`src/hdl/nsb_pkg.sv`:
```
// nsb_pkg: item types, register indexes and fixed constants of the sprite blitter
// no dependencies; used by nibble_sprite_blitter

package nsb_pkg;

  // configuration port shape
  localparam int unsigned CFG_IDX_W  = 3;
  localparam int unsigned CFG_DATA_W = 9;

  // register indexes
  localparam logic [CFG_IDX_W-1:0] REG_DEST_X   = 3'd0;
  localparam logic [CFG_IDX_W-1:0] REG_DEST_Y   = 3'd1;
  localparam logic [CFG_IDX_W-1:0] REG_REGION_W = 3'd2;
  localparam logic [CFG_IDX_W-1:0] REG_REGION_H = 3'd3;
  localparam logic [CFG_IDX_W-1:0] REG_SRC_X    = 3'd4;
  localparam logic [CFG_IDX_W-1:0] REG_SRC_Y    = 3'd5;
  localparam logic [CFG_IDX_W-1:0] REG_SPRITE_W = 3'd6;
  localparam logic [CFG_IDX_W-1:0] REG_KEY      = 3'd7;

  // register reset values
  localparam logic [7:0] RST_REGION_W = 8'd2;
  localparam logic [7:0] RST_REGION_H = 8'd1;
  localparam logic [8:0] RST_SPRITE_W = 9'd2;
  localparam logic [4:0] RST_KEY      = 5'd16;

  localparam int unsigned ADDR_W = 15;

  typedef struct packed {
    logic [7:0]  sprite_byte;
    logic [15:0] old_word;
  } in_item_t;

  typedef struct packed {
    logic [ADDR_W-1:0] dest_addr;
    logic [ADDR_W-1:0] src_addr;
    logic [15:0]       write_data;
    logic              write_enable;
    logic              last;
  } out_item_t;

endpackage

```
`src/hdl/nibble_sprite_blitter.sv`:
```
// nibble_sprite_blitter: 4bpp sprite to 8bpp framebuffer rectangle blitter with colour key
// depends on nsb_pkg (item types, register indexes, reset values)

// One item in, one item out. Each input item carries one sprite byte (two 4-bit
// pixels, high nibble on the left) and the framebuffer word currently at the
// destination; the result item carries the destination word index, the sprite
// byte index, the merged word, a write enable and a last flag on the final pair
// of the rectangle. The block takes one item every clock cycle while in_stall
// is low: the address math (one small multiply per address), the colour key
// merge and the column/row counter step all sit between the input handshake
// and the output register, which registers each result. A one-entry skid
// stage behind the output register lets the input keep flowing while the
// result side stalls; in_stall rises only once that skid entry is full.
// Configuration writes are registered and should be done while the block is
// idle; they never touch the walk counters, which go back to zero after the
// item flagged last.

module nibble_sprite_blitter #(
  parameter int unsigned FB_WIDTH = 240
) (
  input  logic                             clk,
  input  logic                             rst_n,
  // input channel
  input  logic                             in_valid,
  output logic                             in_stall,
  input  nsb_pkg::in_item_t                in_data,
  // result channel
  output logic                             out_valid,
  input  logic                             out_stall,
  output nsb_pkg::out_item_t               out_data,
  // configuration port
  input  logic                             cfg_we,
  input  logic [nsb_pkg::CFG_IDX_W-1:0]    cfg_index,
  input  logic [nsb_pkg::CFG_DATA_W-1:0]   cfg_wdata
);

  // framebuffer width as a narrow constant for the row multiply
  localparam int unsigned FBW_BITS = $clog2(FB_WIDTH + 1);
  localparam int unsigned DLIN_W   = 9 + FBW_BITS + 1;
  localparam logic [FBW_BITS-1:0] FB_WIDTH_U = FBW_BITS'(FB_WIDTH);
  localparam int unsigned AW = nsb_pkg::ADDR_W;

  // configuration registers
  logic [7:0] dest_x_r, dest_y_r, region_w_r, region_h_r, src_x_r, src_y_r;
  logic [8:0] sprite_w_r;
  logic [4:0] key_r;

  // walk counters
  logic [6:0] col_r, col_nxt;
  logic [7:0] row_r, row_nxt;

  // output register and skid entry
  logic                out_valid_r, out_valid_nxt;
  nsb_pkg::out_item_t  out_data_r, out_data_nxt;
  logic                skid_valid_r, skid_valid_nxt;
  nsb_pkg::out_item_t  skid_data_r, skid_data_nxt;

  logic               in_acc, out_pop;
  nsb_pkg::out_item_t res;

  // address math
  logic [8:0]        dest_row, src_row;
  logic [DLIN_W-1:0] dest_lin;
  logic [16:0]       src_prod;

  // counter limits
  logic [7:0] pairs;
  logic [8:0] rows;
  logic       row_end, rect_end;

  // colour key
  logic       key_on, left_match, right_match;
  logic [3:0] left_px, right_px;

  assign in_stall  = skid_valid_r;
  assign in_acc    = in_valid && !skid_valid_r;
  assign out_pop   = out_valid_r && !out_stall;
  assign out_valid = out_valid_r;
  assign out_data  = out_data_r;

  // config writes
  always_ff @(posedge clk) begin
    if (!rst_n) begin
      dest_x_r   <= '0;
      dest_y_r   <= '0;
      region_w_r <= nsb_pkg::RST_REGION_W;
      region_h_r <= nsb_pkg::RST_REGION_H;
      src_x_r    <= '0;
      src_y_r    <= '0;
      sprite_w_r <= nsb_pkg::RST_SPRITE_W;
      key_r      <= nsb_pkg::RST_KEY;
    end else if (cfg_we) begin
      unique case (cfg_index)
        nsb_pkg::REG_DEST_X:   dest_x_r   <= cfg_wdata[7:0];
        nsb_pkg::REG_DEST_Y:   dest_y_r   <= cfg_wdata[7:0];
        nsb_pkg::REG_REGION_W: region_w_r <= cfg_wdata[7:0];
        nsb_pkg::REG_REGION_H: region_h_r <= cfg_wdata[7:0];
        nsb_pkg::REG_SRC_X:    src_x_r    <= cfg_wdata[7:0];
        nsb_pkg::REG_SRC_Y:    src_y_r    <= cfg_wdata[7:0];
        nsb_pkg::REG_SPRITE_W: sprite_w_r <= cfg_wdata;
        nsb_pkg::REG_KEY:      key_r      <= cfg_wdata[4:0];
        default: ;
      endcase
    end
  end

  // destination: ((dest_y + row) * fb_width + dest_x) / 2 + column
  assign dest_row = {1'b0, dest_y_r} + {1'b0, row_r};
  assign dest_lin = DLIN_W'(dest_row) * DLIN_W'(FB_WIDTH_U) + DLIN_W'(dest_x_r);

  // source: (src_y + row) * (sprite_w / 2) + src_x / 2 + column
  assign src_row  = {1'b0, src_y_r} + {1'b0, row_r};
  assign src_prod = 17'(src_row) * 17'(sprite_w_r[8:1]);

  // pixel merge; key of 16 or more means opaque
  assign key_on      = !key_r[4];
  assign left_px     = in_data.sprite_byte[7:4];
  assign right_px    = in_data.sprite_byte[3:0];
  assign left_match  = key_on && (left_px == key_r[3:0]);
  assign right_match = key_on && (right_px == key_r[3:0]);

  // rectangle limits, zero width or height acts as one
  always_comb begin
    pairs = 8'((9'(region_w_r) + 9'd1) >> 1);
    if (pairs == 8'd0) begin
      pairs = 8'd1;
    end
    rows = {1'b0, region_h_r};
    if (rows == 9'd0) begin
      rows = 9'd1;
    end
  end

  assign row_end  = ({1'b0, col_r} + 8'd1) >= pairs;
  assign rect_end = row_end && (({1'b0, row_r} + 9'd1) >= rows);

  always_comb begin
    res.dest_addr    = AW'(dest_lin >> 1) + AW'(col_r);
    res.src_addr     = AW'(src_prod) + AW'(src_x_r[7:1]) + AW'(col_r);
    res.write_data   = {right_match ? in_data.old_word[15:8] : {4'b0, right_px},
                        left_match  ? in_data.old_word[7:0]  : {4'b0, left_px}};
    res.write_enable = !(left_match && right_match);
    res.last         = rect_end;
  end

  // counter step on each accepted item
  always_comb begin
    col_nxt = col_r;
    row_nxt = row_r;
    if (in_acc) begin
      if (rect_end) begin
        col_nxt = '0;
        row_nxt = '0;
      end else if (row_end) begin
        col_nxt = '0;
        row_nxt = row_r + 8'd1;
      end else begin
        col_nxt = col_r + 7'd1;
      end
    end
  end

  // output register with skid entry behind it
  always_comb begin
    out_valid_nxt  = out_valid_r;
    out_data_nxt   = out_data_r;
    skid_valid_nxt = skid_valid_r;
    skid_data_nxt  = skid_data_r;
    if (!out_valid_r || out_pop) begin
      if (skid_valid_r) begin
        out_valid_nxt  = 1'b1;
        out_data_nxt   = skid_data_r;
        skid_valid_nxt = 1'b0;
      end else if (in_acc) begin
        out_valid_nxt = 1'b1;
        out_data_nxt  = res;
      end else begin
        out_valid_nxt = 1'b0;
      end
    end else if (in_acc) begin
      skid_valid_nxt = 1'b1;
      skid_data_nxt  = res;
    end
  end

  always_ff @(posedge clk) begin
    if (!rst_n) begin
      col_r        <= '0;
      row_r        <= '0;
      out_valid_r  <= 1'b0;
      skid_valid_r <= 1'b0;
    end else begin
      col_r        <= col_nxt;
      row_r        <= row_nxt;
      out_valid_r  <= out_valid_nxt;
      skid_valid_r <= skid_valid_nxt;
    end
  end

  // payload needs no reset
  always_ff @(posedge clk) begin
    out_data_r  <= out_data_nxt;
    skid_data_r <= skid_data_nxt;
  end

endmodule
```
`config.mk`:
```
export PLATFORM = sky130hd
export DESIGN_NAME = nibble_sprite_blitter
export DESIGN_NICKNAME = d
export VERILOG_FILES = /design/src/hdl/nsb_pkg.sv /design/src/hdl/nibble_sprite_blitter.sv
export SDC_FILE = /design/constraint.sdc
export NUM_CORES = 1
export LEC_CHECK = 0
export BUFFER_PORTS_ARGS = -buffer_cell sky130_fd_sc_hd__buf_2
export CORE_ASPECT_RATIO = 0.5
export CORE_MARGIN = 3
export CORE_UTILIZATION = 59
export CTS_CLUSTER_DIAMETER = 200
export DETAILED_ROUTE_END_ITERATION = 10
export GPL_TIMING_DRIVEN = 0
export PLACE_DENSITY = 0.8
export SLEW_MARGIN = 30
export SYNTH_ARGS = -nofsm -noshare
export SYNTH_HDL_FRONTEND = slang
export SYNTH_SLANG_ARGS = --single-unit
export TNS_END_PERCENT = 1
```
`constraint.sdc`:
```
create_clock -name clk -period 8.15 [get_ports clk]
set_input_delay 1.63 -clock clk [delete_from_list [all_inputs] [get_ports clk]]
set_output_delay 1.63 -clock clk [all_outputs]
set_load 0.02 [all_outputs]
```
# Word-level counts from Yosys, hierarchy flattened
# Index checks and enable logic that the tools add are counted.
op_classes:
  muxes: 12
  reduce_logical: 29
  bitwise_logic: 2
  addsub: 11
  eq_ne: 9
  order_cmp: 2
  mul: 2
op_table:
  columns: ["op", "n"]
  rows:
  - ["$mux W48", 2]
  - ["$mux W8", 6]
  - ["$add A15 B7 Y15", 3]
  - ["$reduce_and A2 Y1", 11]
  - ["$add A8 B1 Y9 const B", 2]
  - ["$add A8 B8 Y9", 2]
  - ["$add A16 B8 Y16", 1]
  - ["$logic_not A8 Y1", 2]
  - ["$mul A9 B8 Y15", 1]
  - ["$mux W7", 2]
  - ["$eq A3 B3 Y1 const B", 4]
  - ["$mul A9 B4 Y12 const B", 1]
  - ["$ge A9 B9 Y1", 1]
  - ["$add A7 B1 Y8 const B", 1]
  - ["$add A8 B1 Y8 const B", 1]
  - ["$eq A4 B4 Y1", 2]
  - ["$ge A8 B8 Y1", 1]
  - ["$add A7 B1 Y7 const B", 1]
  - ["$eq A3 B2 Y1 const B", 2]
  - ["$logic_and A1 B1 Y1", 6]
  - ["$logic_not A1 Y1", 5]
  - ["$reduce_bool A2 Y1", 2]
  - ["$eq A3 B1 Y1 const B", 1]
  - ["$logic_not A3 Y1", 1]
  - ["other kinds (4)", 6]
totals:
  out_inout_bits: 50
  ff_bits: 175
  inputBits: 41
  elab_cells: 89

# Logic depth before layout (Yosys ltp)
logic_depth:
  ltp_word: 7
  ltp_mapped: 25
  ltp_nobuf: 25

# Worst setup path before layout
# OpenSTA, ideal clock, no wires.
synth_timing:
  path_kind: "register to register"
  from: "register row_r[0]"
  to: "register out_data_r, in the netlist out_data[32], data pin"
  synth_period_minus_slack_ns: 6.131
  required_ns: 7.890
  path_buffers: 0
  slack_ns: 2.019
  path_stages_with_launch: 25
  t_arrival_ns: 5.872
  setup_ns: 0.260
  cell_sequence: "dfxtp_1 ha_1 fa_1 a21o_1 a21oi_1 o21ai_1 nor2_1 xnor2_1 nand2_1 fa_1 fa_1 fa_1 inv_1 fa_1 inv_1 fa_1 inv_1 ha_1 o21a_1 a21oi_1 o21ai_0 o21ai_0 o21ai_0 xnor2_1 mux2_2"
synth_rtl:
  columns: ["element", "line_no", "rtl"]
  rows:
  - ["from (decl)", "nibble_sprite_blitter.sv:50", "logic [7:0] row_r, row_nxt;"]
  - ["from (signal assigned)", "nibble_sprite_blitter.sv:194", "row_r <= row_nxt;"]
  - ["to (signal assigned)", "nibble_sprite_blitter.sv:202", "out_data_r <= out_data_nxt;"]
  - ["to (decl)", "nibble_sprite_blitter.sv:54", "nsb_pkg::out_item_t out_data_r, out_data_nxt;"]

==> flow_summary.yaml <==
run_status:
  status: "complete, no violations"
detailed_routing:
  drc: 0
  vias: 8999
  dr.pass1.iters: 7
  viasPerCell: 5.706
  routed_wl_um: 27290
  antenna_left: 0
  drt_iter0_drc: 583
  wire_per_inst_um: 17.30
sta:
  finalCritPeriodShare: 0.8590
  period_minus_slack_ns: 7.001
  finalMaxSlewViolations: 0
  finClkSkew_ns: 0.01558
  max_freq_mhz: 142.8
  relSlewSlack: 0.3924
  worst_pin_slew_ns: 0.9114
  rsz0062_at_grt: "false"
  setup_viol_count_final: 0
  hold_viol: 0
  finalSetupTns_ns: 0
die:
  core_sq_um: 19730
  fp.dieH_um: 107.0
  io-pin-count: 91
  die_area_sq_um: 22240
  die_x_um: 207.9
  core.rowCount: 36
  initial_core_util: 0.6097
cells_and_area:
  nets: 1510
  areaGrowthSynthToFinish_pct: 12.56
  drive_above_1_share: 0.1472
  stdcell_count: 1577
  antenna_cells: 0
worst_setup_path:
  cp_top_family: "adder cells"
  end_kind: "register"
  start_kind: "register"
  worstSetupStartpoint: "row_r[1]$_SDFFE_PN0P_"
  crit_fanout: 8
  slowest_stage: "dfxtp_1"
  cpPeakStageDelay_ns: 0.58
  worstPathRequired_ns: 8.35
  r2r_slack_ns: 1.15
  crit_path_end: "out_data[32]$_DFFE_PP_"
  rr_startpoint: "row_r[1]$_SDFFE_PN0P_"
  worstRegToRegCells: 25
  worstReg2RegEnd: "out_data[32]$_DFFE_PP_"
  cp.depth: 25
  crit_arrival_ns: 7.20
  cp.buffers_inverters: 4
  critPathKind: "register to register"
clocking:
  cts_resized: 0
  cts.path.max_buffers: 2
  clockRootBuffer: "clkbuf_16"
  cts_buffers: 17
  ctsHoldBuffers: 0
  clk_pin_slew_ns: 0.07
  clkLatencyLatePin_ns: 0.45
  htree_num_levels: 4
  post_cts_buffers: 0
  cts.sinks: 172
  cts_tree: "yes"
placement:
  gp_congestion: 0.9195
  port_buffers: 83
  place_inst: 1545
  dp_hpwl_um: 20700
synth:
  yosysSeqAreaShare: 0.3662
  synth_warnings: 0
  ys.flop_type: "edfxtp_1"
  synth-seq-cells: 172
  postSynthCellCount: 1191
  ys_async_sr_fraction: 0
  syn_area_per_cell_sq_um: 10.10
  synth-edff-count: 96
  ys_types: 61
  netlist_area_sq_um: 12030
  synth_nets: 1403
global_route:
  grt_max_degree: 20
  gr-usage-all-layers: 0.2550
  first_global_vias: 9059
  antenna_found_initial: 0
  grt.overflow.total: 0
  grt_pass1_wl_um: 45290
pwr:
  pwr-share-comb: 0.128
  netSwitchingPower_mw: 0.5669
  leakagePower_nw: 5.923
  p_per_area_nw_per_um2: 154.2
  seqPwrFrac: 0.464
  p_sw_frac: 0.2716
  ir_drop_mv: 0.1405
  p_int_mw: 1.521
  pwr-share-clk: 0.408
flow_run:
  maxCapViolations: 0
min_path:
  hold_path.class: "register to register"
  min-delay-start: "dest_y_r[7]$_SDFFE_PN0P_"
[layout make-up]
| cell class | count | area, sq um |
|---|---|---|
| inverter | 126 | 473.0 |
| buffer | 33 | 138.9 |
| tap | 266 | 332.8 |
| multi-input combinational | 860 | 7041 |
| clock buffer | 18 | 429.2 |
| sequential | 172 | 4404 |
| timing repair buffer | 88 | 540.5 |
| clock inverter | 14 | 178.9 |
| fill | 1478 | 6191 |
[cell families after synthesis]
| group | Yosys count | share of synthesized area |
|---|---|---|
| flip-flops | 172 | 0.3662 |
| XOR/XNOR | 85 | 0.06408 |
| AND/OR/NAND/NOR | 350 | 0.1354 |
| buffers and inverters | 159 | 0.05087 |
| adder cells (fa/ha/maj) | 174 | 0.2203 |
| AO/OA/AOI/OAI | 188 | 0.1060 |
| multiplexers | 63 | 0.05711 |
[through the flow]
| stage | util | hold WS, ns | setup slack, ns | instance area (sq um) | total power [mW] |
|---|---|---|---|---|---|
| 2_1_floorplan | - | 0.4363 | 2.019 | 12030 | 1.162 |
| 3_3_place_gp | 0.6476 | 0.4453 | 1.315 | 12780 | 1.234 |
| 3_5_place_dp | 0.6551 | 0.4508 | 1.194 | 12920 | 1.252 |
| 4_1_cts | 0.6859 | 0.4611 | 1.137 | 13530 | 2.093 |
| 5_1_grt | 0.6862 | 0.4740 | 0.7618 | 13540 | 2.162 |
| 6_report | 0.6862 | 0.4598 | 1.149 | 13540 | 2.087 |
[how the worst min path moves through the flow]
stage,endpoint,cells after the start
detailed placement,dest_y_r[7]$_SDFFE_PN0P_,2
finish,dest_y_r[7]$_SDFFE_PN0P_,2
global placement,region_h_r[4]$_SDFFE_PN0P_,2
floorplan,region_h_r[2]$_SDFFE_PN0P_,2
global route,dest_y_r[4]$_SDFFE_PN0P_,2
CTS,region_h_r[2]$_SDFFE_PN0P_,2
[registers in the layout (all words and copies together), names as in the netlist]
| register | cells |
|---|---|
| out_data | 48 |
| skid_data_r | 48 |
| dest_y_r | 8 |
| region_h_r | 8 |
| region_w_r | 8 |
| row_r | 8 |
| sprite_w_r | 8 |
| src_y_r | 8 |
| col_r | 7 |
| dest_x_r | 7 |
| src_x_r | 7 |
| key_r | 5 |
| in_stall | 1 |
| out_valid | 1 |
[cell usage after synthesis, types with 10 or more instances]
cell type	number	area share
a21o_1	22	0.014
a21oi_1	72	0.030
and2_1	34	0.018
and3_1	13	0.0068
clkbuf_1	28	0.0087
dfxtp_1	76	0.13
edfxtp_1	96	0.24
fa_1	64	0.11
ha_1	107	0.11
inv_1	126	0.039
mux2_2	45	0.042
mux2i_1	18	0.015
nand2_1	157	0.049
nand3_1	22	0.0092
nor2_1	53	0.017
nor2b_1	15	0.0078
nor3_1	17	0.0071
o21a_1	14	0.0087
o21ai_0	24	0.010
o21bai_1	10	0.0062
o31ai_1	10	0.0062
xnor2_1	63	0.046
xor2_1	20	0.015
[worst register-to-register path, cell delays in order, from the launching register on]
cell and delay, ns:
dfxtp_1 0.58, ha_1 0.32, a21o_1 0.18, a21oi_1 0.24
nor2b_1 0.08, o21a_1 0.20, o41ai_2 0.33, xnor2_1 0.27
and2_1 0.24, fa_1 0.48, inv_1 0.05, fa_1 0.49
inv_1 0.06, fa_1 0.55, inv_1 0.06, fa_1 0.53
inv_1 0.05, ha_1 0.29, ha_1 0.38, and3_1 0.18
a21oi_1 0.12, o21ai_0 0.13, o21ai_0 0.31, o21ai_0 0.19
xnor2_1 0.17, mux2_2 0.27
[cells in the final DEF, fill, tap and decap left out, types with 4 or more instances in the layout]
| cell type | Yosys | final |
|---|---|---|
| nand2_1 | 157 | 157 |
| inv_1 | 126 | 126 |
| ha_1 | 107 | 107 |
| edfxtp_1 | 96 | 96 |
| buf_2 | 0 | 83 |
| dfxtp_1 | 76 | 76 |
| a21oi_1 | 72 | 71 |
| fa_1 | 64 | 64 |
| xnor2_1 | 63 | 63 |
| nor2_1 | 53 | 52 |
| mux2_2 | 45 | 45 |
| and2_1 | 34 | 34 |
| clkbuf_1 | 28 | 29 |
| o21ai_0 | 24 | 24 |
| a21o_1 | 22 | 22 |
| nand3_1 | 22 | 22 |
| xor2_1 | 20 | 20 |
| mux2i_1 | 18 | 18 |
| clkbuf_16 | 0 | 17 |
| nor2b_1 | 15 | 15 |
| nor3_1 | 17 | 15 |
| o21a_1 | 14 | 14 |
| and3_1 | 13 | 13 |
| o21bai_1 | 10 | 10 |
| o31ai_1 | 10 | 10 |
| nand2b_1 | 9 | 9 |
| a32o_1 | 9 | 9 |
| nand4_1 | 8 | 8 |
| or2_2 | 7 | 7 |
| nor3b_1 | 4 | 4 |
| buf_16 | 0 | 4 |
[routing by layer]
metal | vias to the layer above | GRT usage | part of all wire
li1 | 4281 | - | -
met1 | 4423 | 0.3293 | 0.44
met2 | 244 | 0.4354 | 0.48
met3 | 51 | 0.05057 | 0.051
met4 | 0 | 0.08746 | 0.023
met5 | - | 0 | 0
[power by group through the flow]
stage               Sequential [mW]  Clock, mW  Combinational [mW]
floorplan                      1.01          0               0.151
global placement              0.989          0               0.245
detailed placement            0.987          0               0.265
CTS                           0.968      0.857               0.267
global route                  0.971      0.896               0.295
finish                        0.968      0.852               0.268
No activity file was read; power rests on OpenSTA's default activity.
